[src/rtl/eg_pkg.sv]
package eg_pkg;
  localparam int WORD_BITS = 31;
  localparam int CNT_BITS = 6;
  typedef logic [WORD_BITS-1:0] word_t;
  typedef logic [1:0] opcode_t;

  localparam opcode_t OP_ENC = 2'd0;
  localparam opcode_t OP_DEC = 2'd1;
  localparam opcode_t OP_KEY = 2'd2;
  localparam opcode_t OP_RSVD = 2'd3;

  localparam logic [1:0] REG_MODULUS = 2'd0;
  localparam logic [1:0] REG_GENERATOR = 2'd1;
  localparam logic [1:0] REG_PUBLIC = 2'd2;
  localparam logic [1:0] REG_PRIVATE = 2'd3;

  localparam word_t RST_MODULUS = word_t'(7481);
  localparam word_t RST_GENERATOR = word_t'(2);
  localparam word_t RST_PUBLIC = word_t'(786);
  localparam word_t RST_PRIVATE = word_t'(39);

  typedef struct packed {
    logic  start;
    word_t a;
    word_t b;
    word_t p;
  } mm_req_t;

  typedef struct packed {
    logic  done;
    word_t res;
  } mm_rsp_t;
endpackage

[src/rtl/eg_if.sv]
interface eg_in_if;
  logic              valid;
  logic              ready;
  eg_pkg::opcode_t   opcode;
  eg_pkg::word_t     message;
  eg_pkg::word_t     nonce;
  eg_pkg::word_t     cipher_first;
  eg_pkg::word_t     cipher_second;
  modport source (output valid, opcode, message, nonce, cipher_first, cipher_second,
                  input ready);
  modport sink (input valid, opcode, message, nonce, cipher_first, cipher_second,
                output ready);
endinterface

interface eg_out_if;
  logic          valid;
  logic          ready;
  eg_pkg::word_t first_value;
  eg_pkg::word_t second_value;
  modport source (output valid, first_value, second_value, input ready);
  modport sink (input valid, first_value, second_value, output ready);
endinterface

interface eg_cfg_if;
  logic          valid;
  logic          ready;
  logic [1:0]    index;
  eg_pkg::word_t data;
  modport source (output valid, index, data, input ready);
  modport sink (input valid, index, data, output ready);
endinterface

[src/rtl/eg_modmul.sv]
// Bit-serial interleaved modular multiply: one multiplier bit per cycle, MSB first.
module eg_modmul (
  input  logic             clk,
  input  logic             rst,
  input  eg_pkg::mm_req_t  req,
  output eg_pkg::mm_rsp_t  rsp
);
  localparam int W = eg_pkg::WORD_BITS;
  logic [W:0] acc;
  logic [W-1:0] mb;
  eg_pkg::word_t ma, mp;
  logic [eg_pkg::CNT_BITS-1:0] cnt;
  logic busy, done;
  logic [W+1:0] dbl, t1, t2, add;

  always_comb begin
    dbl = {acc, 1'b0};
    t1 = (dbl >= {2'b0, mp}) ? dbl - {2'b0, mp} : dbl;
    add = t1 + (mb[W-1] ? {2'b0, ma} : '0);
    t2 = (add >= {2'b0, mp}) ? add - {2'b0, mp} : add;
  end

  always_ff @(posedge clk) begin
    if (rst) begin
      busy <= 1'b0;
      done <= 1'b0;
    end else begin
      done <= 1'b0;
      if (req.start) begin
        busy <= 1'b1;
        cnt <= eg_pkg::CNT_BITS'(W);
        acc <= '0;
        ma <= req.a;
        mb <= req.b;
        mp <= req.p;
      end else if (busy) begin
        acc <= t2[W:0];
        mb <= {mb[W-2:0], 1'b0};
        cnt <= cnt - 1'b1;
        if (cnt == eg_pkg::CNT_BITS'(1)) begin
          busy <= 1'b0;
          done <= 1'b1;
        end
      end
    end
  end

  assign rsp.done = done;
  assign rsp.res = acc[W-1:0];
endmodule

[src/rtl/eg_seq.sv]
module eg_seq (
  input  logic            clk,
  input  logic            rst,
  eg_in_if.sink           in_ch,
  eg_out_if.source        out_ch,
  input  eg_pkg::word_t   modulus,
  input  eg_pkg::word_t   generator,
  input  eg_pkg::word_t   public_key,
  input  eg_pkg::word_t   private_key,
  output eg_pkg::mm_req_t req,
  input  eg_pkg::mm_rsp_t rsp
);
  localparam logic [2:0] S_IDLE = 3'd0;
  localparam logic [2:0] S_ACC = 3'd1;
  localparam logic [2:0] S_SQ = 3'd2;
  localparam logic [2:0] S_FIN = 3'd3;
  localparam logic [2:0] S_OUT = 3'd4;
  localparam logic [2:0] S_RED = 3'd5;

  logic [2:0] state;
  logic wait_mm;
  logic mm_start;
  logic [1:0] phase;
  eg_pkg::opcode_t op;
  eg_pkg::word_t p, acc, sq, ex, m, f, s, base2;
  eg_pkg::word_t mm_a, mm_b;
  logic [eg_pkg::CNT_BITS-1:0] bitn;
  eg_pkg::word_t pm1;
  eg_pkg::word_t in_nonce_hold;

  assign pm1 = modulus - 1'b1;
  assign in_ch.ready = (state == S_IDLE);

  // phase 0: first power, phase 1: second power (encrypt), then final multiply (not for keygen)
  always_ff @(posedge clk) begin
    if (rst) begin
      state <= S_IDLE;
      wait_mm <= 1'b0;
      mm_start <= 1'b0;
      out_ch.valid <= 1'b0;
    end else begin
      mm_start <= 1'b0;
      case (state)
        S_IDLE: if (in_ch.valid) begin
          op <= in_ch.opcode;
          p <= modulus;
          m <= in_ch.message;
          s <= '0;
          f <= '0;
          phase <= 2'd0;
          bitn <= '0;
          acc <= eg_pkg::word_t'(modulus != eg_pkg::word_t'(1));
          if (modulus == '0 || in_ch.opcode == eg_pkg::OP_RSVD) begin
            state <= S_OUT;
            out_ch.valid <= 1'b1;
          end else begin
            case (in_ch.opcode)
              eg_pkg::OP_ENC: begin
                sq <= generator; ex <= in_ch.nonce; base2 <= public_key;
              end
              eg_pkg::OP_DEC: begin
                sq <= in_ch.cipher_first;
                ex <= (private_key < pm1) ? pm1 - private_key : '0;
                m <= in_ch.cipher_second;
              end
              default: begin
                sq <= generator; ex <= private_key;
              end
            endcase
            state <= S_RED;
            mm_start <= 1'b1;
          end
        end
        S_RED: if (!mm_start && rsp.done) begin
          sq <= rsp.res;
          state <= S_ACC;
        end
        S_ACC: begin
          if (!wait_mm) begin
            if (bitn == eg_pkg::CNT_BITS'(eg_pkg::WORD_BITS)) begin
              state <= S_FIN;
            end else if (ex[0]) begin
              mm_start <= 1'b1; wait_mm <= 1'b1;
            end else begin
              state <= S_SQ;
            end
          end else if (!mm_start && rsp.done) begin
            acc <= rsp.res; wait_mm <= 1'b0; state <= S_SQ;
          end
        end
        S_SQ: begin
          if (!wait_mm) begin
            mm_start <= 1'b1; wait_mm <= 1'b1;
          end else if (!mm_start && rsp.done) begin
            sq <= rsp.res; wait_mm <= 1'b0;
            ex <= {1'b0, ex[eg_pkg::WORD_BITS-1:1]};
            bitn <= bitn + 1'b1;
            state <= S_ACC;
          end
        end
        S_FIN: begin
          if (!wait_mm) begin
            if (op == eg_pkg::OP_KEY) begin
              f <= acc; state <= S_OUT; out_ch.valid <= 1'b1;
            end else if (op == eg_pkg::OP_ENC && phase == 2'd0) begin
              f <= acc; phase <= 2'd1; sq <= base2; ex <= in_nonce_hold;
              acc <= eg_pkg::word_t'(p != eg_pkg::word_t'(1));
              bitn <= '0; mm_start <= 1'b1; state <= S_RED;
            end else begin
              mm_start <= 1'b1; wait_mm <= 1'b1;
            end
          end else if (!mm_start && rsp.done) begin
            wait_mm <= 1'b0;
            if (op == eg_pkg::OP_ENC) s <= rsp.res; else f <= rsp.res;
            state <= S_OUT; out_ch.valid <= 1'b1;
          end
        end
        S_OUT: if (out_ch.ready) begin
          out_ch.valid <= 1'b0; state <= S_IDLE;
        end
        default: state <= S_IDLE;
      endcase
    end
  end

  always_ff @(posedge clk) begin
    if (state == S_IDLE && in_ch.valid) in_nonce_hold <= in_ch.nonce;
  end

  // operand routing; a must be below p, b may be any word (reduces m, c2, bases)
  always_comb begin
    case (state)
      S_RED: begin mm_a = eg_pkg::word_t'(1); mm_b = sq; end
      S_ACC: begin mm_a = acc; mm_b = sq; end
      S_SQ: begin mm_a = sq; mm_b = sq; end
      S_FIN: begin mm_a = acc; mm_b = m; end
      default: begin mm_a = eg_pkg::word_t'(1); mm_b = sq; end
    endcase
  end

  assign req = '{start: mm_start, a: mm_a, b: mm_b, p: p};

  assign out_ch.first_value = f;
  assign out_ch.second_value = s;
endmodule

[src/rtl/elgamal_encrypt_decrypt_core.sv]
// channel | role  | payload
// in_ch   | sink  | opcode, message, nonce, cipher_first, cipher_second
// out_ch  | source| first_value, second_value
// cfg_ch  | sink  | index, data (always ready)
// Each modular multiply runs 31 bit steps.
// A zero exponent still costs 31 squarings per power.
// One item at a time; in_ch.ready is high only when idle.
// Reset (rst, synchronous) restores default key registers.
// Result holds in an output register until out_ch.ready; a stalled result blocks input.
module elgamal_encrypt_decrypt_core (
  input logic clk,
  input logic rst,
  eg_in_if.sink in_ch,
  eg_out_if.source out_ch,
  eg_cfg_if.sink cfg_ch
);
  eg_pkg::word_t modulus, generator, public_key, private_key;
  eg_pkg::mm_req_t req;
  eg_pkg::mm_rsp_t rsp;

  assign cfg_ch.ready = 1'b1;
  always_ff @(posedge clk) begin
    if (rst) begin
      modulus <= eg_pkg::RST_MODULUS;
      generator <= eg_pkg::RST_GENERATOR;
      public_key <= eg_pkg::RST_PUBLIC;
      private_key <= eg_pkg::RST_PRIVATE;
    end else if (cfg_ch.valid) begin
      case (cfg_ch.index)
        eg_pkg::REG_MODULUS: modulus <= cfg_ch.data;
        eg_pkg::REG_GENERATOR: generator <= cfg_ch.data;
        eg_pkg::REG_PUBLIC: public_key <= cfg_ch.data;
        eg_pkg::REG_PRIVATE: private_key <= cfg_ch.data;
        default: ;
      endcase
    end
  end

  eg_seq u_seq (.clk, .rst, .in_ch, .out_ch, .modulus, .generator, .public_key,
                .private_key, .req, .rsp);
  eg_modmul u_mm (.clk, .rst, .req, .rsp);
endmodule

[src/flat_wrapper.sv]
// flat-port wrapper written by rule: the top's interface ports become plain ports
module elgamal_encrypt_decrypt_core_flat 
  (clk, rst, in_ch_valid, in_ch_opcode, in_ch_message, in_ch_nonce, in_ch_cipher_first, in_ch_cipher_second, in_ch_ready, out_ch_valid, out_ch_first_value, out_ch_second_value, out_ch_ready, cfg_ch_valid, cfg_ch_index, cfg_ch_data, cfg_ch_ready);
  eg_in_if in_ch_i ();
  eg_out_if out_ch_i ();
  eg_cfg_if cfg_ch_i ();
  input logic clk;
  input logic rst;
  input wire logic [$bits(in_ch_i.valid)-1:0] in_ch_valid;
  input wire logic [$bits(in_ch_i.opcode)-1:0] in_ch_opcode;
  input wire logic [$bits(in_ch_i.message)-1:0] in_ch_message;
  input wire logic [$bits(in_ch_i.nonce)-1:0] in_ch_nonce;
  input wire logic [$bits(in_ch_i.cipher_first)-1:0] in_ch_cipher_first;
  input wire logic [$bits(in_ch_i.cipher_second)-1:0] in_ch_cipher_second;
  output wire logic [$bits(in_ch_i.ready)-1:0] in_ch_ready;
  output wire logic [$bits(out_ch_i.valid)-1:0] out_ch_valid;
  output wire logic [$bits(out_ch_i.first_value)-1:0] out_ch_first_value;
  output wire logic [$bits(out_ch_i.second_value)-1:0] out_ch_second_value;
  input wire logic [$bits(out_ch_i.ready)-1:0] out_ch_ready;
  input wire logic [$bits(cfg_ch_i.valid)-1:0] cfg_ch_valid;
  input wire logic [$bits(cfg_ch_i.index)-1:0] cfg_ch_index;
  input wire logic [$bits(cfg_ch_i.data)-1:0] cfg_ch_data;
  output wire logic [$bits(cfg_ch_i.ready)-1:0] cfg_ch_ready;
  assign in_ch_i.valid = in_ch_valid;
  assign in_ch_i.opcode = in_ch_opcode;
  assign in_ch_i.message = in_ch_message;
  assign in_ch_i.nonce = in_ch_nonce;
  assign in_ch_i.cipher_first = in_ch_cipher_first;
  assign in_ch_i.cipher_second = in_ch_cipher_second;
  assign in_ch_ready = in_ch_i.ready;
  assign out_ch_valid = out_ch_i.valid;
  assign out_ch_first_value = out_ch_i.first_value;
  assign out_ch_second_value = out_ch_i.second_value;
  assign out_ch_i.ready = out_ch_ready;
  assign cfg_ch_i.valid = cfg_ch_valid;
  assign cfg_ch_i.index = cfg_ch_index;
  assign cfg_ch_i.data = cfg_ch_data;
  assign cfg_ch_ready = cfg_ch_i.ready;
  elgamal_encrypt_decrypt_core u_core (.clk(clk), .rst(rst), .in_ch(in_ch_i), .out_ch(out_ch_i), .cfg_ch(cfg_ch_i));
endmodule
[config.mk]
export PLATFORM = sky130hd
export DESIGN_NAME = elgamal_encrypt_decrypt_core_flat
export DESIGN_NICKNAME = d
export VERILOG_FILES = /design/src/rtl/eg_pkg.sv /design/src/rtl/eg_if.sv /design/src/rtl/eg_modmul.sv /design/src/rtl/eg_seq.sv /design/src/rtl/elgamal_encrypt_decrypt_core.sv /design/src/flat_wrapper.sv
export SDC_FILE = /design/constraint.sdc
export NUM_CORES = 1
export LEC_CHECK = 0
export ABC_AREA = 1
export BUFFER_PORTS_ARGS = -buffer_cell sky130_fd_sc_hd__buf_2
export CORE_MARGIN = 4
export CORE_UTILIZATION = 40
export CTS_CLUSTER_DIAMETER = 30
export DETAILED_ROUTE_END_ITERATION = 12
export PLACE_DENSITY_LB_ADDON = 0.08
export RECOVER_POWER = 100
export SYNTH_ARGS = -nofsm -noshare
export SYNTH_HDL_FRONTEND = slang
export SYNTH_HIERARCHICAL = 1
export SYNTH_SLANG_ARGS = --single-unit
[constraint.sdc]
create_clock -name clk -period 12.29 [get_ports clk]
set_input_delay 0 -clock clk [delete_from_list [all_inputs] [get_ports clk]]
set_output_delay 0 -clock clk [all_outputs]
set_load 0.005 [all_outputs]
==> impl_metrics.tcl, run 1 <==
set metrics [dict create \
    syn-num-nets 4641 \
    cts_setup_buffers 0 \
    grt_usage_pct 26.5 \
    finClkSkew_ns 0.0461 \
    worstHoldStart "in_ch_cipher_first[0]" \
    synth_top_family_by_area "simple AND/OR/NAND/NOR gates" \
    numClockSinks 551 \
    clk_path_buf_depth 3 \
    grt_pass1_wl_um 179000 \
    yosysWarnings 6 \
    r2r_start "u_core/u_seq/state[2]$_SDFFE_PP0P_" \
    initial_core_util_pct 40.5 \
    synthMuxAreaShare_pct 0 \
    arrival_ns 10.05 \
    top_register "u_core/u_mm/acc" \
    p_per_area_nw_per_um2 354 \
    r2r-end "u_core/u_seq/sq[15]$_DFFE_PP_" \
    min_to "u_core/u_seq/sq[0]$_DFFE_PP_" \
    synth-seq-cells 551 \
    rows 105 \
    cts.hold.buffers_added 187 \
    grt_max_degree 70 \
    path_max_fanout 68 \
    dr.pass1.iters 6 \
    setup_viol 0 \
    clkTransAtPathRegs_ns 0.04 \
    wl_per_cell_um 20.0 \
    grt_pass1_vias 30000 \
    mostFrequentLayoutCells "nand2_1, inv_1, nor2_1, edfxtp_1, dlygate4sd3_1" \
    via_per_inst 5.06 \
    synth_compound_area_share_pct 9.23 \
    drtIter0Drc 2162 \
    cts-htree-levels 4 \
    r2r_slack_ns 2.73 \
    cts_buffers 139 \
    synthFlopType "edfxtp_1" \
    yosysUniqueCellTypes 58 \
    die_area_um2 88100 \
    min_path_cells 3 \
    synth_async_sr_flop_share_pct 0 \
    cts_root_buffer "clkbuf_16" \
    synth_cells 4343 \
    required_ns 12.77 \
    clk_latency_ns 0.71 \
    hpwl_um 88300 \
    period_share_pct 77.8 \
    syn_avg_cell_area_um2 7.69 \
    dr_total_vias 30100 \
    grt-ovfl-total 0 \
    synth-edff-count 419 \
    rsz0062_at_grt "false" \
    mostFrequentLayoutCell "nand2_1" \
    max_slew_margin_pct -164 \
    reg2reg_depth 8 \
    io_pins 229 \
    wl_um 119000 \
    synthAdderAreaFrac_pct 5.11 \
    drv_cap 27 \
    worst-setup-path-type "register to register" \
    layoutNonFillerInstCount 5937 \
    largest_reg_flops 32 \
    drc 0 \
    seq_area_frac_synth_pct 45.6 \
    gp_congestion 0.961 \
    fin_crit_ns 9.56 \
    areaGrowthSynthToFinish_pct 24.8 \
    dpl_cell_area_um2 35300 \
    synth-simple-area-share_pct 26.9 \
    vdd_drop_max_v 0.000242 \
    coreArea_um2 82400 \
    drive_above_1_share_pct 9.09 \
    slowest_stage "clkbuf_1" \
    violations "capacitance limit, slew limit" \
    hp-class "primary input to register" \
    crit_chain "inv_1 -> nand2_1 -> nor2_1 -> clkbuf_1 -> clkbuf_1 -> clkbuf_1 -> a22oi_1 -> o41ai_1" \
    outcome "finished with violations" \
    cts_resized 0 \
    numPlacedInstances 5491 \
    netlist_area_um2 33400 \
    antenna_found_initial 5 \
    tns_ns 0 \
    cp-start-kind "register" \
    die_y_um 297 \
    fin_area_um2 41700 \
    io_buffer_count 227 \
    timing.fmax_mhz 105 \
    end_kind "register" \
    nets 5047 \
    die_x_um 297 \
    tightest_slew_ns 3.96 \
    critical_path.most_common_cell "clkbuf_1" \
    cts_tree "done" \
    drv_slew 1122 \
    finalHoldViolCount 0 \
    synth_xor_area_share_pct 3.28 \
    p_leak_nw 19.4 \
    critPathMaxStageDelay_ns 2.75 \
    ant_nets 0 \
]
## metrics by stage
stage	power [mW]	setup WS (ns)	util (%)	hold WS (ns)
finish	14.7	2.73	50.6	0.0441
global route	15.8	2.22	50.6	0.0605
CTS	14.7	5.03	50.9	0.00317
detailed placement	10.9	5.08	42.8	0.202
global placement	11.0	5.07	42.8	0.201
floorplan	8.56	5.78	-	0.0771
## report_power, final
group | internal (mW) | switching, mW | leakage (nW)
sequential | 2.75 | 0.332 | 4.99
clock | 2.48 | 1.17 | 2.30
combinational | 2.53 | 5.47 | 12.2
total | 7.76 | 6.97 | 19.4
## cell type report
cell class | instances | area, um^2
fill | 8167 | 40700
clock buffer | 170 | 3700
antenna | 3 | 7.51
sequential | 551 | 15200
inverter | 628 | 2360
clock inverter | 86 | 1070
tap | 1070 | 1340
timing repair buffer | 449 | 3080
multi-input combinational | 2980 | 14900
## kinds of logic (layout without fill, tap and decap cells)
group           Yosys count  after routing
flops                   551            551
other cells               1              4
buf+inv                 812           1333
simple gates           2205           2205
compound gates          515            515
fa+ha+maj               134            134
xor+xnor                125            125
## cell usage after synthesis (18+ instances only)
| cell | number | area [um^2] |
|---|---|---|
| dfxtp_1 | 132 | 2640 |
| a21oi_1 | 168 | 841 |
| buf_2 | 43 | 215 |
| o41ai_1 | 31 | 272 |
| clkbuf_1 | 78 | 293 |
| o21ai_0 | 156 | 781 |
| nor2_1 | 589 | 2210 |
| a22oi_1 | 80 | 601 |
| buf_4 | 39 | 293 |
| nand3_1 | 175 | 876 |
| ha_1 | 130 | 1630 |
| nor3_1 | 33 | 165 |
| xor2_1 | 73 | 639 |
| buf_1 | 18 | 67.6 |
| nand2_1 | 1277 | 4790 |
| nand4_1 | 48 | 300 |
| edfxtp_1 | 419 | 12600 |
| xnor2_1 | 52 | 455 |
| inv_1 | 612 | 2300 |
## per-layer routing
metal	up-vias	track usage [%]	share of wire (%)
li1	14900	-	-
met1	14100	34.5	43
met2	913	42.4	45
met3	234	5.27	6.4
met4	0	12.8	4.8
met5	-	0	0
## critical path, delay by kind of cell (launching register included)
| kind | cells | cell delay, ns |
|---|---|---|
| buffers and inverters | 4 | 6.51 |
| AOI/OAI and AO/OA | 2 | 0.93 |
| DFF | 1 | 0.36 |
| and+or+nand+nor | 2 | 1.44 |
## worst max-delay path by stage
| stage | start | end | slack, ns | cells past startpoint |
|---|---|---|---|---|
| finish | u_core/u_seq/state[2]$_SDFFE_PP0P_ | u_core/u_seq/sq[15]$_DFFE_PP_ | 2.73 | 8 |
| global route | u_core/u_seq/state[2]$_SDFFE_PP0P_ | u_core/u_mm/mb[30]$_DFFE_PP_ | 2.22 | 10 |
| CTS | u_core/u_mm/acc[22]$_SDFFCE_PP0P_ | u_core/u_mm/acc[12]$_SDFFCE_PP0P_ | 5.03 | 31 |
| detailed placement | u_core/u_mm/acc[22]$_SDFFCE_PP0P_ | u_core/u_mm/acc[3]$_SDFFCE_PP0P_ | 5.08 | 31 |
| global placement | u_core/u_mm/acc[22]$_SDFFCE_PP0P_ | u_core/u_mm/acc[5]$_SDFFCE_PP0P_ | 5.07 | 31 |
| floorplan | u_core/u_seq/state[0]$_SDFFE_PP0P_ | u_core/u_seq/base2[0]$_DFFE_PP_ | 5.78 | 6 |
(Power assumes the default switching activity.)
==> run 2: changes to the inputs <==
==> constraint.sdc (replaced) <==
create_clock -name clk -period 9.91 [get_ports clk]
set_input_delay 0 -clock clk [delete_from_list [all_inputs] [get_ports clk]]
set_output_delay 0 -clock clk [all_outputs]
set_load 0.005 [all_outputs]
==> run 2 against run 1 <==
Effect of this change:
- the flow still finishes with violations (capacitance limit, slew limit)
- largest cell class unchanged
- power up 26%
- via count shrank 0.56%
- global-route usage about the same
- combinational power rose by 24%
- clock skew about the same
- worst setup slack worse by 0.69 ns
==> impl_metrics.tcl, run 2 (synthesis gave the netlist of run 1 again) <==
set metrics [dict create \
    worst-setup-path-type "register to register" \
    dp_slack_ns 2.66 \
    grt_usage_pct 26.4 \
    io_pins 229 \
    cp_num_buf_inv 4 \
    die_area_um2 88100 \
    cts_tree "done" \
    cts_buffers 143 \
    cp-start-kind "register" \
    grt_pass1_wl_um 179000 \
    numClockSinks 551 \
    grt_max_degree 126 \
    cts-htree-levels 4 \
    outcome "finished with violations" \
    mostFrequentLayoutCells "nand2_1, inv_1, nor2_1, edfxtp_1, dlygate4sd3_1" \
    cp.depth 9 \
    finalHoldViolCount 0 \
    hp-class "primary input to register" \
    tightest_slew_ns 3.85 \
    final_core_util_pct 51.0 \
    drtIter0Drc 2240 \
    gp_congestion 0.966 \
    io_buffer_count 227 \
    p_per_area_nw_per_um2 440 \
    grt-ovfl-total 0 \
    wl_um 118000 \
    dr.pass1.iters 6 \
    numPlacedInstances 5490 \
    rows 105 \
    via_per_inst 5.03 \
    layoutNonFillerInstCount 5945 \
    largest_reg_flops 32 \
    dr_total_vias 29900 \
    path_max_fanout 65 \
    violations "capacitance limit, slew limit" \
    gr-usage-met1_pct 35.1 \
    clkTransAtPathRegs_ns 0.04 \
    vdd_drop_max_v 0.000289 \
    timing.fmax_mhz 127 \
    min_path_cells 2 \
    hpwl_um 87900 \
    slowest_stage "clkbuf_1" \
    cts_root_buffer "clkbuf_16" \
    fin_area_um2 42000 \
    use_met3_pct 4.22 \
    finClkSkew_ns 0.0460 \
    clk_latency_ns 0.72 \
    top_register "u_core/u_mm/acc" \
    die_y_um 297 \
    areaGrowthSynthToFinish_pct 25.8 \
    cts_resized 0 \
    n_fill_cell 8050 \
    wl_per_cell_um 19.9 \
    top_usage_layer "met2" \
    arrival_ns 8.16 \
    p_leak_nw 19.6 \
    coreArea_um2 82400 \
    setup_viol 0 \
    grtUsageMet2_pct 43.8 \
    critical_path.most_common_cell "clkbuf_1" \
    power.total_mw 18.5 \
    period_share_pct 79.5 \
    clk_path_buf_depth 3 \
    dpl_cell_area_um2 35300 \
    reg2reg_depth 9 \
    critical-path-top-delay-family "buffers and inverters" \
    setup_ws_ns 2.03 \
    drc 0 \
    rsz0062_at_grt "false" \
    hold_slack_ns 0.0871 \
    max_slew_margin_pct -157 \
    fin_crit_ns 7.88 \
    grt_pass1_vias 30000 \
    mostFrequentLayoutCell "nand2_1" \
    crit_chain "nor2_1 -> nand2_1 -> nor2_4 -> clkbuf_1 -> inv_1 -> nor2_4 -> clkbuf_1 -> and3_1 -> clkbuf_1" \
    antenna_found_initial 2 \
    tns_ns 0 \
    initial_core_util_pct 40.5 \
    nets 5053 \
    required_ns 10.20 \
    drive_above_1_share_pct 9.21 \
    drv_cap 23 \
    critPathMaxStageDelay_ns 2.59 \
    drv_slew 950 \
    die_x_um 297 \
    end_kind "register" \
    ant_nets 0 \
]
==> run 2: final cells by class <==
| class | instances | area, um^2 | share of cell area (%) |
|---|---|---|---|
| Tap cell | 1070 | 1340 | 3.19 |
| Clock inverter | 75 | 1080 | 2.57 |
| Inverter | 628 | 2360 | 5.62 |
| Clock buffer | 188 | 3960 | 9.42 |
| Timing Repair Buffer | 451 | 3140 | 7.47 |
| Antenna cell | 2 | 5.00 | 0.0119 |
| Multi-Input combinational cell | 2980 | 14900 | 35.5 |
| Sequential cell | 551 | 15200 | 36.3 |
==> run 2: repair_timing <==
item,in CTS,in global routing
hold buffers,190,0
endpoints found under the hold margin,260,0
buffers inserted,0,0
==> run 2: per-layer routing <==
layer | routed length, um | part of all wire, %
met1 | 52500 | 44
met2 | 54900 | 46
met3 | 6480 | 5.5
met4 | 4260 | 3.6
met5 | 0 | 0
==> run 2: where the power goes <==
group / leakage (nW) / switching, mW / internal (mW)
Combinational: 12.2 / 6.80 / 3.15
Clock: 2.39 / 1.46 / 3.30
Sequential: 4.99 / 0.374 / 3.40
Total: 19.6 / 8.64 / 9.85
==> run 2: path summary, 6_finish.rpt <==
| path | from | endpoint | slack, ns |
|---|---|---|---|
| worst max-delay path | u_core/u_seq/state[0]$_SDFFE_PP0P_ | u_core/u_seq/base2[0]$_DFFE_PP_ | 2.03 |
| worst min-delay path | in_ch_nonce[0] | u_core/u_seq/in_nonce_hold[0]$_DFFE_PP_ | 0.09 |
| worst max register to register | u_core/u_seq/state[0]$_SDFFE_PP0P_ | u_core/u_seq/base2[0]$_DFFE_PP_ | 2.03 |
| worst min register to register | u_core/public_key[30]$_SDFFE_PP0P_ | u_core/u_seq/base2[30]$_DFFE_PP_ | 0.42 |
